### config.mk
export PLATFORM = sky130hd
export DESIGN_NAME = av1_obu_deframer_flat
export DESIGN_NICKNAME = d
export VERILOG_FILES = /design/src/aod_pkg.sv /design/src/aod_if.sv /design/src/av1_obu_deframer.sv /design/src/aod_front.sv /design/src/aod_queue.sv /design/src/aod_back.sv /design/src/flat_wrapper.sv
export SDC_FILE = /design/constraint.sdc
export NUM_CORES = 1
export LEC_CHECK = 0
export BUFFER_PORTS_ARGS = -buffer_cell sky130_fd_sc_hd__buf_2
export CAP_MARGIN = 15
export CORE_ASPECT_RATIO = 0.75
export CORE_UTILIZATION = 35
export DETAILED_ROUTE_END_ITERATION = 10
export PLACE_DENSITY_LB_ADDON = 0.08
export RECOVER_POWER = 50
export SYNTH_ARGS = -nofsm -noshare
export SYNTH_HDL_FRONTEND = slang
export SYNTH_HIERARCHICAL = 1
export SYNTH_SLANG_ARGS = --single-unit
### constraint.sdc
create_clock -name clock -period 20.7 [get_ports clock]
set_clock_uncertainty 0.05 [all_clocks]
set_input_delay 0 -clock clock [delete_from_list [all_inputs] [get_ports clock]]
set_output_delay 0 -clock clock [all_outputs]
set_load 0.05 [all_outputs]
### src/aod_pkg.sv
package aod_pkg;

   localparam int BYTE_W  = 8;
   localparam int LEFT_W  = 25;
   localparam int TYPE_W  = 4;
   localparam int SIZE_W  = 56;
   localparam int HLEN_W  = 4;
   localparam int ERR_W   = 2;
   localparam int PHASE_W = 3;
   localparam int SHIFT_W = 6;

   // Largest frame length; larger byte counts saturate to it.
   localparam longint unsigned FRAME_BYTES_MAX = 64'd16777216;

   localparam int LEB_BYTES_MAX_DEF = 8;
   localparam int QUEUE_DEPTH       = 4;

   localparam logic [PHASE_W-1:0] PH_HDR = 3'd0;
   localparam logic [PHASE_W-1:0] PH_EXT = 3'd1;
   localparam logic [PHASE_W-1:0] PH_LEB = 3'd2;
   localparam logic [PHASE_W-1:0] PH_PAY = 3'd3;
   localparam logic [PHASE_W-1:0] PH_ERR = 3'd4;

   localparam logic [ERR_W-1:0] ERR_NONE     = 2'd0;
   localparam logic [ERR_W-1:0] ERR_OVERSIZE = 2'd1;
   localparam logic [ERR_W-1:0] ERR_CUT      = 2'd2;
   localparam logic [ERR_W-1:0] ERR_LEB_LONG = 2'd3;

   localparam logic [TYPE_W-1:0] OBU_SEQ_HDR        = 4'd1;
   localparam logic [TYPE_W-1:0] OBU_TYPE_FRAME_HDR = 4'd3;
   localparam logic [TYPE_W-1:0] OBU_TYPE_FRAME     = 4'd6;

   localparam logic [BYTE_W-1:0] LEB_DATA_MASK = 8'h7F;
   localparam logic [BYTE_W-1:0] LEB_CONT_MASK = 8'h80;

   typedef struct packed {
      logic [BYTE_W-1:0] byte_value;
      logic [LEFT_W-1:0] rem;
      logic              last;
      logic              frame_start;
   } entry_type;

   typedef struct packed {
      logic [TYPE_W-1:0] unit_type;
      logic [SIZE_W-1:0] unit_size;
      logic [HLEN_W-1:0] header_bytes;
      logic              key_frame_seen;
      logic              got_sequence;
      logic              got_key;
      logic [ERR_W-1:0]  error_kind;
   } record_type;

endpackage

### src/aod_if.sv
interface aod_req_if import aod_pkg::*; ();
   logic              valid;
   logic              ready;
   logic [BYTE_W-1:0] byte_value;
   logic [LEFT_W-1:0] bytes_left;
   logic              frame_start;

   modport source (output valid, output byte_value, output bytes_left,
                   output frame_start, input ready);
   modport sink   (input valid, input byte_value, input bytes_left,
                   input frame_start, output ready);
endinterface

interface aod_rsp_if import aod_pkg::*; ();
   logic              valid;
   logic              ready;
   logic [TYPE_W-1:0] unit_type;
   logic [SIZE_W-1:0] unit_size;
   logic [HLEN_W-1:0] header_bytes;
   logic              key_frame_seen;
   logic              got_sequence;
   logic              got_key;
   logic [ERR_W-1:0]  error_kind;

   modport source (output valid, output unit_type, output unit_size,
                   output header_bytes, output key_frame_seen,
                   output got_sequence, output got_key, output error_kind,
                   input ready);
   modport sink   (input valid, input unit_type, input unit_size,
                   input header_bytes, input key_frame_seen,
                   input got_sequence, input got_key, input error_kind,
                   output ready);
endinterface

### src/av1_obu_deframer.sv
// Splits a frame, delivered one byte per request on req_ch, into OBU records
// on rsp_ch. Each request carries the byte, the count of frame bytes left
// (this one included) and a frame start flag that clears all parse state.
// A record comes out for the byte that ends an OBU or that reveals an error;
// other bytes give no record. After an error the rest of the frame is
// dropped until the next frame start.
// Throughput is one byte per cycle unless the receiver stalls: the front end
// classifies a byte and writes it into a four-entry queue, and the parser
// behind it updates its state once per cycle, with a 56-bit size compare
// and payload count. With the queue empty, a request is written into a queue
// slot and its record is then registered in the output register behind rsp_ch.valid.
// When the receiver stalls, the record waits in the output register; bytes
// that give no record keep draining, a byte that needs the output waits in
// the queue, and req_ch.ready drops once the queue is full.
// Reset empties the queue and the output register and puts the parser in
// the state that expects a header byte, with both sticky flags cleared.
module av1_obu_deframer import aod_pkg::*; #(
   parameter int LEB_BYTES_MAX = LEB_BYTES_MAX_DEF
) (
   input  logic      clock,
   input  logic      reset,
   aod_req_if.sink   req_ch,
   aod_rsp_if.source rsp_ch
);

   logic      q_full;
   logic      q_push;
   entry_type q_push_entry;
   logic      q_pop;
   logic      q_head_valid;
   entry_type q_head_entry;

   aod_front u_front (
      .req_ch    (req_ch),
      .req_full  (q_full),
      .req_push  (q_push),
      .req_entry (q_push_entry)
   );

   aod_queue u_queue (
      .clock      (clock),
      .reset      (reset),
      .push       (q_push),
      .push_entry (q_push_entry),
      .full       (q_full),
      .pop        (q_pop),
      .head_valid (q_head_valid),
      .head_entry (q_head_entry)
   );

   aod_back #(
      .LEB_BYTES_MAX (LEB_BYTES_MAX)
   ) u_back (
      .clock      (clock),
      .reset      (reset),
      .head_valid (q_head_valid),
      .head_entry (q_head_entry),
      .pop        (q_pop),
      .rsp_ch     (rsp_ch)
   );

endmodule

### src/aod_front.sv
module aod_front import aod_pkg::*; (
   aod_req_if.sink   req_ch,
   input  logic      req_full,
   output logic      req_push,
   output entry_type req_entry
);

   logic [LEFT_W-1:0] left_sat;

   always_comb begin
      if ({{(64-LEFT_W){1'b0}}, req_ch.bytes_left} > FRAME_BYTES_MAX) begin
         left_sat = LEFT_W'(FRAME_BYTES_MAX);
      end else begin
         left_sat = req_ch.bytes_left;
      end
   end

   // A zero count is taken as the last byte, like a count of one.
   always_comb begin
      req_entry.byte_value  = req_ch.byte_value;
      req_entry.frame_start = req_ch.frame_start;
      if (left_sat == '0) begin
         req_entry.rem = '0;
      end else begin
         req_entry.rem = left_sat - LEFT_W'(1);
      end
      req_entry.last = (req_entry.rem == '0);
   end

   assign req_ch.ready = !req_full;
   assign req_push     = req_ch.valid && !req_full;

endmodule

### src/aod_queue.sv
module aod_queue import aod_pkg::*; (
   input  logic      clock,
   input  logic      reset,
   input  logic      push,
   input  entry_type push_entry,
   output logic      full,
   input  logic      pop,
   output logic      head_valid,
   output entry_type head_entry
);

   localparam int PTR_W = $clog2(QUEUE_DEPTH);
   localparam int CNT_W = $clog2(QUEUE_DEPTH + 1);

   entry_type           slot_ff [QUEUE_DEPTH];
   logic [PTR_W-1:0]    wr_ptr_ff, wr_ptr_in;
   logic [PTR_W-1:0]    rd_ptr_ff, rd_ptr_in;
   logic [CNT_W-1:0]    count_ff, count_in;

   assign full       = (count_ff == CNT_W'(QUEUE_DEPTH));
   assign head_valid = (count_ff != '0);
   assign head_entry = slot_ff[rd_ptr_ff];

   always_comb begin
      wr_ptr_in = push ? wr_ptr_ff + PTR_W'(1) : wr_ptr_ff;
      rd_ptr_in = pop  ? rd_ptr_ff + PTR_W'(1) : rd_ptr_ff;
      count_in  = count_ff;
      if (push && !pop) begin
         count_in = count_ff + CNT_W'(1);
      end else if (pop && !push) begin
         count_in = count_ff - CNT_W'(1);
      end
   end

   always_ff @(posedge clock) begin
      if (reset) begin
         wr_ptr_ff <= '0;
         rd_ptr_ff <= '0;
         count_ff  <= '0;
      end else begin
         wr_ptr_ff <= wr_ptr_in;
         rd_ptr_ff <= rd_ptr_in;
         count_ff  <= count_in;
      end
   end

   always_ff @(posedge clock) begin
      if (push) begin
         slot_ff[wr_ptr_ff] <= push_entry;
      end
   end

endmodule

### src/aod_back.sv
module aod_back import aod_pkg::*; #(
   parameter int LEB_BYTES_MAX = LEB_BYTES_MAX_DEF
) (
   input  logic       clock,
   input  logic       reset,
   input  logic       head_valid,
   input  entry_type  head_entry,
   output logic       pop,
   aod_rsp_if.source  rsp_ch
);

   localparam int LEBC_W = $clog2(LEB_BYTES_MAX + 1);

   logic [PHASE_W-1:0] phase_ff, phase_in;
   logic [TYPE_W-1:0]  held_type_ff, held_type_in;
   logic               size_flag_ff, size_flag_in;
   logic [SIZE_W-1:0]  size_accum_ff, size_accum_in;
   logic [LEBC_W-1:0]  leb_count_ff, leb_count_in;
   logic [SIZE_W-1:0]  payload_left_ff, payload_left_in;
   logic [HLEN_W-1:0]  head_len_ff, head_len_in;
   logic               key_pending_ff, key_pending_in;
   logic               seq_flag_ff, seq_flag_in;
   logic               key_flag_ff, key_flag_in;
   logic               out_valid_ff;
   record_type         out_rec_ff;

   // State as the byte sees it: a frame start clears everything first.
   logic [PHASE_W-1:0] cur_phase;
   logic [TYPE_W-1:0]  cur_type;
   logic               cur_size_flag;
   logic [SIZE_W-1:0]  cur_accum;
   logic [LEBC_W-1:0]  cur_leb;
   logic [SIZE_W-1:0]  cur_payload;
   logic [HLEN_W-1:0]  cur_head_len;
   logic               cur_key_pending;
   logic               cur_seq;
   logic               cur_key;

   logic [BYTE_W-1:0]  b;
   logic [SIZE_W-1:0]  rem_ext;
   logic [SIZE_W-1:0]  leb_bits;
   logic [SHIFT_W-1:0] shamt;
   logic [SIZE_W-1:0]  fin_size;
   logic [SIZE_W-1:0]  pay_dec;
   logic               do_fin;
   logic               do_end;
   logic               do_err;
   logic [ERR_W-1:0]   err_code;
   logic [SIZE_W-1:0]  err_size;
   logic [SIZE_W-1:0]  end_size;
   logic               produce;
   record_type         rec;

   always_comb begin
      if (head_entry.frame_start) begin
         cur_phase       = PH_HDR;
         cur_type        = '0;
         cur_size_flag   = 1'b0;
         cur_accum       = '0;
         cur_leb         = '0;
         cur_payload     = '0;
         cur_head_len    = '0;
         cur_key_pending = 1'b0;
         cur_seq         = 1'b0;
         cur_key         = 1'b0;
      end else begin
         cur_phase       = phase_ff;
         cur_type        = held_type_ff;
         cur_size_flag   = size_flag_ff;
         cur_accum       = size_accum_ff;
         cur_leb         = leb_count_ff;
         cur_payload     = payload_left_ff;
         cur_head_len    = head_len_ff;
         cur_key_pending = key_pending_ff;
         cur_seq         = seq_flag_ff;
         cur_key         = key_flag_ff;
      end
   end

   always_comb begin
      b        = head_entry.byte_value;
      rem_ext  = {{(SIZE_W-LEFT_W){1'b0}}, head_entry.rem};
      shamt    = SHIFT_W'(cur_leb) * SHIFT_W'(7);
      leb_bits = {{(SIZE_W-BYTE_W){1'b0}}, b & LEB_DATA_MASK} << shamt;

      phase_in        = cur_phase;
      held_type_in    = cur_type;
      size_flag_in    = cur_size_flag;
      size_accum_in   = cur_accum;
      leb_count_in    = cur_leb;
      payload_left_in = cur_payload;
      head_len_in     = cur_head_len;
      key_pending_in  = cur_key_pending;
      seq_flag_in     = cur_seq;
      key_flag_in     = cur_key;

      do_fin   = 1'b0;
      do_end   = 1'b0;
      do_err   = 1'b0;
      err_code = ERR_NONE;
      err_size = '0;
      end_size = '0;
      fin_size = '0;
      pay_dec  = cur_payload;

      case (cur_phase)
         PH_HDR: begin
            held_type_in    = b[6:3];
            size_flag_in    = b[1];
            size_accum_in   = '0;
            leb_count_in    = '0;
            payload_left_in = '0;
            key_pending_in  = 1'b0;
            head_len_in     = HLEN_W'(1);
            if (b[2] || b[1]) begin
               if (head_entry.last) begin
                  do_err   = 1'b1;
                  err_code = ERR_CUT;
               end else begin
                  phase_in = b[2] ? PH_EXT : PH_LEB;
               end
            end else begin
               do_fin = 1'b1;
            end
         end
         PH_EXT: begin
            head_len_in = cur_head_len + HLEN_W'(1);
            if (cur_size_flag) begin
               if (head_entry.last) begin
                  do_err   = 1'b1;
                  err_code = ERR_CUT;
               end else begin
                  phase_in = PH_LEB;
               end
            end else begin
               do_fin = 1'b1;
            end
         end
         PH_LEB: begin
            if (cur_leb >= LEBC_W'(LEB_BYTES_MAX)) begin
               do_err   = 1'b1;
               err_code = ERR_LEB_LONG;
               err_size = cur_accum;
            end else begin
               size_accum_in = cur_accum | leb_bits;
               leb_count_in  = cur_leb + LEBC_W'(1);
               head_len_in   = cur_head_len + HLEN_W'(1);
               if ((b & LEB_CONT_MASK) != '0) begin
                  if (leb_count_in >= LEBC_W'(LEB_BYTES_MAX)) begin
                     do_err   = 1'b1;
                     err_code = ERR_LEB_LONG;
                     err_size = size_accum_in;
                  end else if (head_entry.last) begin
                     do_err   = 1'b1;
                     err_code = ERR_CUT;
                     err_size = size_accum_in;
                  end
               end else begin
                  do_fin = 1'b1;
               end
            end
         end
         PH_PAY: begin
            // The first payload byte of a frame header carries the frame type.
            if (cur_payload == cur_accum &&
                (cur_type == OBU_TYPE_FRAME_HDR || cur_type == OBU_TYPE_FRAME)) begin
               key_pending_in = !b[7] && (b[6:5] == 2'b00);
            end
            if (cur_payload != '0) begin
               pay_dec = cur_payload - SIZE_W'(1);
            end
            payload_left_in = pay_dec;
            if (pay_dec == '0) begin
               do_end   = 1'b1;
               end_size = cur_accum;
            end
         end
         default: begin
            phase_in = PH_ERR;
         end
      endcase

      if (do_fin) begin
         fin_size = size_flag_in ? size_accum_in : rem_ext;
         if (fin_size > rem_ext) begin
            do_err   = 1'b1;
            err_code = ERR_OVERSIZE;
            err_size = fin_size;
         end else begin
            size_accum_in  = fin_size;
            key_pending_in = 1'b0;
            if (fin_size == '0) begin
               do_end   = 1'b1;
               end_size = '0;
            end else begin
               payload_left_in = fin_size;
               phase_in        = PH_PAY;
            end
         end
      end

      if (do_end) begin
         if (held_type_in == OBU_SEQ_HDR) begin
            seq_flag_in = 1'b1;
         end
         if (key_pending_in) begin
            key_flag_in = 1'b1;
         end
         phase_in = PH_HDR;
      end

      if (do_err) begin
         phase_in = PH_ERR;
      end

      produce            = do_end || do_err;
      rec.unit_type      = held_type_in;
      rec.unit_size      = do_err ? err_size : end_size;
      rec.header_bytes   = head_len_in;
      rec.key_frame_seen = do_err ? 1'b0 : key_pending_in;
      rec.got_sequence   = seq_flag_in;
      rec.got_key        = key_flag_in;
      rec.error_kind     = do_err ? err_code : ERR_NONE;
   end

   // A byte that yields no record never waits on the output register.
   assign pop = head_valid && (!produce || !out_valid_ff || rsp_ch.ready);

   always_ff @(posedge clock) begin
      if (reset) begin
         phase_ff        <= PH_HDR;
         held_type_ff    <= '0;
         size_flag_ff    <= 1'b0;
         size_accum_ff   <= '0;
         leb_count_ff    <= '0;
         payload_left_ff <= '0;
         head_len_ff     <= '0;
         key_pending_ff  <= 1'b0;
         seq_flag_ff     <= 1'b0;
         key_flag_ff     <= 1'b0;
         out_valid_ff    <= 1'b0;
      end else begin
         if (pop) begin
            phase_ff        <= phase_in;
            held_type_ff    <= held_type_in;
            size_flag_ff    <= size_flag_in;
            size_accum_ff   <= size_accum_in;
            leb_count_ff    <= leb_count_in;
            payload_left_ff <= payload_left_in;
            head_len_ff     <= head_len_in;
            key_pending_ff  <= key_pending_in;
            seq_flag_ff     <= seq_flag_in;
            key_flag_ff     <= key_flag_in;
         end
         if (pop && produce) begin
            out_valid_ff <= 1'b1;
         end else if (rsp_ch.ready) begin
            out_valid_ff <= 1'b0;
         end
      end
   end

   always_ff @(posedge clock) begin
      if (pop && produce) begin
         out_rec_ff <= rec;
      end
   end

   assign rsp_ch.valid          = out_valid_ff;
   assign rsp_ch.unit_type      = out_rec_ff.unit_type;
   assign rsp_ch.unit_size      = out_rec_ff.unit_size;
   assign rsp_ch.header_bytes   = out_rec_ff.header_bytes;
   assign rsp_ch.key_frame_seen = out_rec_ff.key_frame_seen;
   assign rsp_ch.got_sequence   = out_rec_ff.got_sequence;
   assign rsp_ch.got_key        = out_rec_ff.got_key;
   assign rsp_ch.error_kind     = out_rec_ff.error_kind;

endmodule
### src/flat_wrapper.sv
// flat-port wrapper written by rule: the top's interface ports become plain ports
module av1_obu_deframer_flat import aod_pkg::*;
#(
   parameter int LEB_BYTES_MAX = LEB_BYTES_MAX_DEF
)
  (clock, reset, req_ch_valid, req_ch_byte_value, req_ch_bytes_left, req_ch_frame_start, req_ch_ready, rsp_ch_valid, rsp_ch_unit_type, rsp_ch_unit_size, rsp_ch_header_bytes, rsp_ch_key_frame_seen, rsp_ch_got_sequence, rsp_ch_got_key, rsp_ch_error_kind, rsp_ch_ready);
  aod_req_if req_ch_i ();
  aod_rsp_if rsp_ch_i ();
  input  logic clock;
  input  logic reset;
  input wire logic [$bits(req_ch_i.valid)-1:0] req_ch_valid;
  input wire logic [$bits(req_ch_i.byte_value)-1:0] req_ch_byte_value;
  input wire logic [$bits(req_ch_i.bytes_left)-1:0] req_ch_bytes_left;
  input wire logic [$bits(req_ch_i.frame_start)-1:0] req_ch_frame_start;
  output wire logic [$bits(req_ch_i.ready)-1:0] req_ch_ready;
  output wire logic [$bits(rsp_ch_i.valid)-1:0] rsp_ch_valid;
  output wire logic [$bits(rsp_ch_i.unit_type)-1:0] rsp_ch_unit_type;
  output wire logic [$bits(rsp_ch_i.unit_size)-1:0] rsp_ch_unit_size;
  output wire logic [$bits(rsp_ch_i.header_bytes)-1:0] rsp_ch_header_bytes;
  output wire logic [$bits(rsp_ch_i.key_frame_seen)-1:0] rsp_ch_key_frame_seen;
  output wire logic [$bits(rsp_ch_i.got_sequence)-1:0] rsp_ch_got_sequence;
  output wire logic [$bits(rsp_ch_i.got_key)-1:0] rsp_ch_got_key;
  output wire logic [$bits(rsp_ch_i.error_kind)-1:0] rsp_ch_error_kind;
  input wire logic [$bits(rsp_ch_i.ready)-1:0] rsp_ch_ready;
  assign req_ch_i.valid = req_ch_valid;
  assign req_ch_i.byte_value = req_ch_byte_value;
  assign req_ch_i.bytes_left = req_ch_bytes_left;
  assign req_ch_i.frame_start = req_ch_frame_start;
  assign req_ch_ready = req_ch_i.ready;
  assign rsp_ch_valid = rsp_ch_i.valid;
  assign rsp_ch_unit_type = rsp_ch_i.unit_type;
  assign rsp_ch_unit_size = rsp_ch_i.unit_size;
  assign rsp_ch_header_bytes = rsp_ch_i.header_bytes;
  assign rsp_ch_key_frame_seen = rsp_ch_i.key_frame_seen;
  assign rsp_ch_got_sequence = rsp_ch_i.got_sequence;
  assign rsp_ch_got_key = rsp_ch_i.got_key;
  assign rsp_ch_error_kind = rsp_ch_i.error_kind;
  assign rsp_ch_i.ready = rsp_ch_ready;
  av1_obu_deframer #(.LEB_BYTES_MAX(LEB_BYTES_MAX)) u_core (.clock(clock), .reset(reset), .req_ch(req_ch_i), .rsp_ch(rsp_ch_i));
endmodule
==> results of run 1 <==
worst paths after layout:
check                                             startpoint                                end
worst max-delay path                                    flop  u_core/u_back/payload_left_ff[50]
worst max register to register                          flop  u_core/u_back/payload_left_ff[50]
worst min-delay path                    req_ch_bytes_left[9]      u_core/u_queue/slot_ff[1][11]
worst min register to register  u_core/u_back/key_pending_ff       u_core/u_back/key_pending_ff
worst max-delay path: cells and delay by family (launching register included):
| family | cells | cell delay [ns] |
|---|---|---|
| AO/OA/AOI/OAI | 15 | 4.49 |
| buffers and inverters | 6 | 2.89 |
| adder cells (fa/ha/maj) | 3 | 1.79 |
| AND/OR/NAND/NOR | 3 | 1.07 |
| flip-flops | 1 | 0.98 |
| multiplexers | 1 | 0.98 |
power by group through the flow:
stage / clock network [mW] / registers, mW / logic (mW)
5_1_grt: 0.772 / 1.05 / 3.24
6_report: 0.731 / 1.04 / 3.12
2_1_floorplan: 0 / 1.21 / 1.73
3_3_place_gp: 0 / 1.04 / 3.01
3_5_place_dp: 0 / 1.05 / 3.00
4_1_cts: 0.747 / 1.03 / 3.02
Yosys cell counts, drive strengths merged (41+ instances only):
master,count,share of area [%]
o211ai,47,1.5
nor2,264,4.3
nand3,94,2.1
edfxtp,209,27
clkbuf,136,2.2
dfxtp,141,12
nand2,233,3.8
a22oi,42,1.4
nor4,57,1.8
inv,123,2.0
buf,75,2.0
o21ai,147,3.2
o22ai,42,1.1
nor3,83,1.8
a21oi,168,3.7
ha,41,2.2
metal layers:
metal | vias up | part of all wire [%] | GRT usage, %
met1 | 12051 | 43 | 50.0
li1 | 10208 | - | -
met4 | 2 | 3.1 | 9.30
met5 | - | 0.011 | 0
met3 | 254 | 14 | 11.1
met2 | 1765 | 40 | 46.9
timing repair:
action,CTS,global route
hold endpoints to repair,110,0
buffers inserted,0,0
hold buffers,24,0
layout make-up:
type                       count  area [um^2]  share of cell area [%]
clock inverter                17          163                   0.624
sequential                   350         9100                    34.9
timing repair buffer         213         1280                    4.91
clock buffer                  57         1160                    4.44
tap                          871         1090                    4.18
multi-input combinational   1950        12800                    49.1
antenna                        5         12.5                  0.0480
inverter                     126          475                    1.82
cells by family after synthesis:
group / Yosys count / synth area share (%)
simple gates: 962 / 20.7
compound gates: 838 / 25.3
flops: 350 / 39.1
buf+inv: 337 / 6.18
mux: 62 / 4.69
xor+xnor: 45 / 1.69
fa+ha+maj: 43 / 2.38
state kept, by name, summed over array words and instances, names as in the netlist, 4 cells and up, named ones only:
| register | flops |
|---|---|
| u_core/u_back/rsp_ch.header_bytes | 4 |
| u_core/u_back/held_type_ff | 4 |
| u_core/u_queue/slot_ff | 140 |
| u_core/u_back/rsp_ch.unit_type | 4 |
| u_core/u_back/leb_count_ff | 4 |
| u_core/u_back/payload_left_ff | 56 |
| u_core/u_back/rsp_ch.unit_size | 56 |
| u_core/u_back/size_accum_ff | 56 |
| u_core/u_back/head_len_ff | 4 |
per-stage QoR:
stage	setup slack (ns)	hold slack, ns	cell area, um^2	util, %	instances
after floorplan	8.58	0.146	23300	-	2637
after global routing	7.83	0.0477	26100	39.8	3585
after CTS	9.22	0.00402	26200	40.0	3583
final	8.21	0.0181	26100	39.8	3589
after detailed placement	9.25	0.174	24600	37.6	3485
after global placement	9.26	0.163	24600	37.6	3484
==> results by group, run 1 <==
STA
  • Actual slew at the worst max-slew pin: 2.97 ns
  • Slew headroom: -97.8%
  • Final min period: 12.49 ns
  • Final number of setup-violating endpoints: 0
  • Highest clock rate: 80.0 MHz
  • Fin. Hold Viols: 0
  • Final TNS setup: 0 ns
  • Fin. max-slew vios: 144
  • Period utilization: 60.4%
  • RSZ-0062 raised after global routing: false

Floorplan
  • Ports: 109
  • Die width: 300 um
  • Core Area: 65500 um^2
  • Die height: 225 um
  • Rows: 81
  • Die ar.: 67600 um^2
  • Initial Util: 35.6%

CTS
  • Total CTS buffers: 40
  • Clk_lat worst skew: 0.59 ns
  • Reg clk slew, reported paths: 0.06 ns
  • TritonCTS clock tree: done
  • CTS Sinks: 350
  • H-Tree Depth: 2
  • CTS max path bufs: 3
  • CTS Root Cell: clkbuf_16
  • Post_cts resized: 0

Run status
  • Status: finished, violations left
  • Failing checks: max-capacitance violations, max-slew violations

Setup path
  • Critical Path AT: 12.92 ns
  • Max incr delay on CP: 1.01 ns
  • R2R Setup Slk: 8.21 ns
  • FF-to-FF path depth: 28
  • CP endpoint kind: flop
  • CP max stage cell: fa_1
  • WS Path Type: flop to flop
  • Startpoint Class: flop
  • Crit path max fanout: 81
  • CP Data Required Time: 21.13 ns

Pwr
  • Flop pwr share: 21.3%
  • Internal power: 2.14 mW
  • Pwr dens: 188 nW/um^2
  • Leak Pwr: 9.03 nW
  • Net Sw Frac: 56.2%
  • Tot Pwr: 4.89 mW
  • VDD IR max: 0.143 mV
  • P_sw: 2.75 mW
  • Clock power share: 14.9%
  • Combinational power share: 63.8%

Cells and area
  • Layout area overhead: 12.0%
  • Commonest non-fill, non-tap cell in the layout: nor2_1
  • Fillers: 6635
  • Final nets: 2762
  • Share of cells above drive strength 1: 9.55%
  • Most frequent cells in the layout: nor2_1 (262), nand2_1 (233), edfxtp_1 (209)

Logic synthesis
  • Register bit count reported by yosys: 350
  • Main synth FF type: edfxtp_1
  • Distinct cells, synth: 104
  • EDFF count, synth: 209
  • Syn_nets: 2718
  • Synth Instances: 2637
  • Register area share after synthesis: 39.1%
  • Synth Cell Area: 23300 um^2
  • Asr flop ratio synth: 0%
  • Synthesized area per cell: 8.83 um^2
  • Syn. warnings: 6

Job
  • Max Cap Viol: 4

Placed design
  • Buffers added on ports: 108
  • DP HPWL: 86600 um
  • Routability Congestion: 1.04

Detailed routing
  • Antenna viol nets, final: 0
  • WL final: 118000 um
  • DRC: 0
  • Post-DR wirelength/cell: 32.8 um
  • Vias: 24.3k
  • Via/cell ratio: 6.77
  • Iter 0 DRT Violations: 3987
  • TritonRoute pass-1 iters: 7

Hold path
  • Worst min-delay path class: input port to flop
  • Hold Path Depth: 3

Global routing
  • Vias in the first global route: 22.2k
  • GR Util All Layers: 34.0%
  • First-pass GRT wire length: 166000 um
  • Initial antenna violation count: 7
  • Largest net degree at the start of global routing: 82
  • Grt total ovfl: 0
Note: power is estimated with default switching activity, not from simulation.
==> run 2: changes to the inputs <==
--- a/config.mk
+++ b/config.mk
@@ -5,6 +5,7 @@
 export SDC_FILE = /design/constraint.sdc
 export NUM_CORES = 1
 export LEC_CHECK = 0
+export ABC_AREA = 1
 export BUFFER_PORTS_ARGS = -buffer_cell sky130_fd_sc_hd__buf_2
 export CAP_MARGIN = 15
 export CORE_ASPECT_RATIO = 0.75
==> constraint.sdc (replaced) <==
create_clock -name clock -period 10.7 [get_ports clock]
set_clock_uncertainty 0.05 [all_clocks]
set_input_delay 0 -clock clock [delete_from_list [all_inputs] [get_ports clock]]
set_output_delay 0 -clock clock [all_outputs]
set_load 0.05 [all_outputs]
==> run 2 against run 1 <==
Against the previous run:
- the run ends with design-rule violations, max-capacitance violations, max-slew violations left
- critical endpoint is now u_core/u_back/payload_left_ff[16]
- final area grew 7.7%
- largest cell class unchanged
- core utilization shrank 0.66 points
- highest routed layer is now met4
- clock-buffer cell count shrank 2
- synthesized cell count grew 47%
- critical path type unchanged
==> results by group, run 2 <==
Logic synthesis
  • EDFF count, synth: 209
  • Register bit count reported by yosys: 350
  • Synthesized area per cell: 6.53 um^2
  • Asr flop ratio synth: 0%
  • Register area share after synthesis: 35.9%
  • Main synth FF type: edfxtp_1
  • Most frequent cell after synthesis: nand2_1
  • Syn_nets: 3961
  • Distinct cells, synth: 60
  • Synth top area share: 24.8%
  • Yosys top cell by area: edfxtp_1
  • Synth Instances: 3880
  • Commonest cells in the netlist: nand2_1 (920), nor2_1 (744), inv_1 (417)
  • Area contributors post-synth: edfxtp_1 (25%), nand2_1 (14%), dfxtp_1 (11%)
  • Synth Cell Area: 25300 um^2
  • Syn. warnings: 6

Setup path
  • Startpoint Class: flop
  • Critical Path AT: 9.44 ns
  • CP Data Required Time: 11.21 ns
  • Max incr delay on CP: 0.69 ns
  • WS Path Type: flop to flop
  • Crit path top cell by count: nand2_1
  • CP endpoint kind: flop
  • CP max stage cell: buf_4
  • Crit path max fanout: 107

CTS
  • Reg clk slew, reported paths: 0.06 ns
  • H-Tree Depth: 2
  • Clk_lat worst skew: 0.63 ns
  • CTS max path bufs: 3
  • CTS Root Cell: clkbuf_16
  • TritonCTS clock tree: done
  • CTS Sinks: 350
  • Total CTS buffers: 43
  • Setup Buffers After CTS: 0

Detailed routing
  • DRC: 4
  • Vias: 27.6k
  • Via/cell ratio: 5.64
  • Post-DR wirelength/cell: 24.6 um
  • WL final: 121000 um
  • Antenna viol nets, final: 0
  • TritonRoute pass-1 iters: 10
  • Iter 0 DRT Violations: 3794

Floorplan
  • Rows: 85
  • Initial Util: 35.3%
  • Core Area: 71700 um^2
  • Die height: 235 um
  • Ports: 109
  • Die ar.: 73400 um^2
  • Die width: 313 um

STA
  • Fin. max-slew vios: 193
  • Highest clock rate: 112 MHz
  • Fin. Hold Viols: 0
  • Slew headroom: -69.5%
  • RSZ-0062 raised after global routing: false
  • Final min period: 8.93 ns
  • Final number of setup-violating endpoints: 0
  • Actual slew at the worst max-slew pin: 2.54 ns
  • Period utilization: 83.5%
  • Final TNS setup: 0 ns

Placed design
  • Routability Congestion: 1.02
  • DP HPWL: 86800 um
  • Buffers added on ports: 108

Cells and area
  • Largest register FFs: 140
  • Largest Register: u_core/u_queue/slot_ff
  • Share of cells above drive strength 1: 5.79%
  • Fillers: 7993
  • Most frequent cells in the layout: nand2_1 (920), nor2_1 (741), inv_1 (411), nand3_1 (411), edfxtp_1 (209)
  • Layout area overhead: 10.9%
  • Commonest non-fill, non-tap cell in the layout: nand2_1
  • Final nets: 3982
  • Final Core Density: 39.2%

Global routing
  • Initial antenna violation count: 2
  • Grt total ovfl: 0
  • Vias in the first global route: 24.5k
  • Largest net degree at the start of global routing: 110
  • GR Util All Layers: 32.1%
  • First-pass GRT wire length: 174000 um

Run status
  • Status: finished, violations left
  • Failing checks: design-rule violations, max-capacitance violations, max-slew violations

Job
  • Max Cap Viol: 5

Hold path
  • Worst min-delay path class: input port to flop
run 2: cell type report:
cell class	count	area, um^2	area share (%)
diodes	2	5.00	0.0178
clock buffers	55	1130	4.03
clock inverters	25	334	1.19
inverters	450	1700	6.04
multi-input cells	2865	13500	48.0
flip-flops and latches	350	9100	32.4
well taps	957	1200	4.27
repair buffers	191	1130	4.01
run 2: worst paths after layout:
path                                from                                end  slack, ns  depth (start not counted)
max                                 flop  u_core/u_back/payload_left_ff[16]       1.77                         37
min                req_ch_bytes_left[13]      u_core/u_queue/slot_ff[1][15]       0.04                          6
max reg2reg                         flop  u_core/u_back/payload_left_ff[16]       1.77                         37
min reg2reg  u_core/u_queue/rd_ptr_ff[1]        u_core/u_queue/rd_ptr_ff[1]       0.40                          1
run 2: cells by family after synthesis:
logic type / count (synthesis) / share of synthesized area (%)
DFF: 350 / 35.9
adders and majority gates: 43 / 2.18
xor gates and xnor gates: 20 / 0.721
AOI/OAI and AO/OA: 581 / 13.5
and+or+nand+nor: 2221 / 36.6
buffers and inverters: 665 / 11.1
run 2: metrics by stage:
step / setup slack [ns] / std cells / hold slack, ns / area, um^2
detailed placement: 1.95 / 4790 / 0.174 / 26500
CTS: 1.91 / 4893 / 0.00222 / 28200
finish: 1.77 / 4895 / 0.0416 / 28100
global route: 1.17 / 4893 / 0.0562 / 28100
floorplan: 2.66 / 3880 / 0.0191 / 25300
global placement: 2.12 / 4790 / 0.175 / 26500
run 2: routing by layer:
metal	global-route usage [%]	up-vias	share of wire [%]
li1	-	12857	-
met1	50.7	13026	46
met2	43.0	1599	39
met3	7.24	138	13
met4	7.36	0	2.0
met5	0	-	0
run 2: worst max-delay path: cells and delay by family, from the launching register on:
kind	cells	cell delay (ns)
adder cells (fa/ha/maj)	3	0.94
buffers and inverters	7	2.87
flip-flops	1	0.39
AND/OR/NAND/NOR	21	3.58
XOR/XNOR	1	0.17
AO/OA/AOI/OAI	5	0.73
run 2: repair_timing:
item,CTS,global route
hold buffers,23,0
hold endpoints to repair,86,0
gates resized for setup,0,0
endpoints found under the setup margin,0,0
Power of run 2 is not shown: default switching activity piles up to over one toggle a cycle in this logic, so the estimate is an artifact.
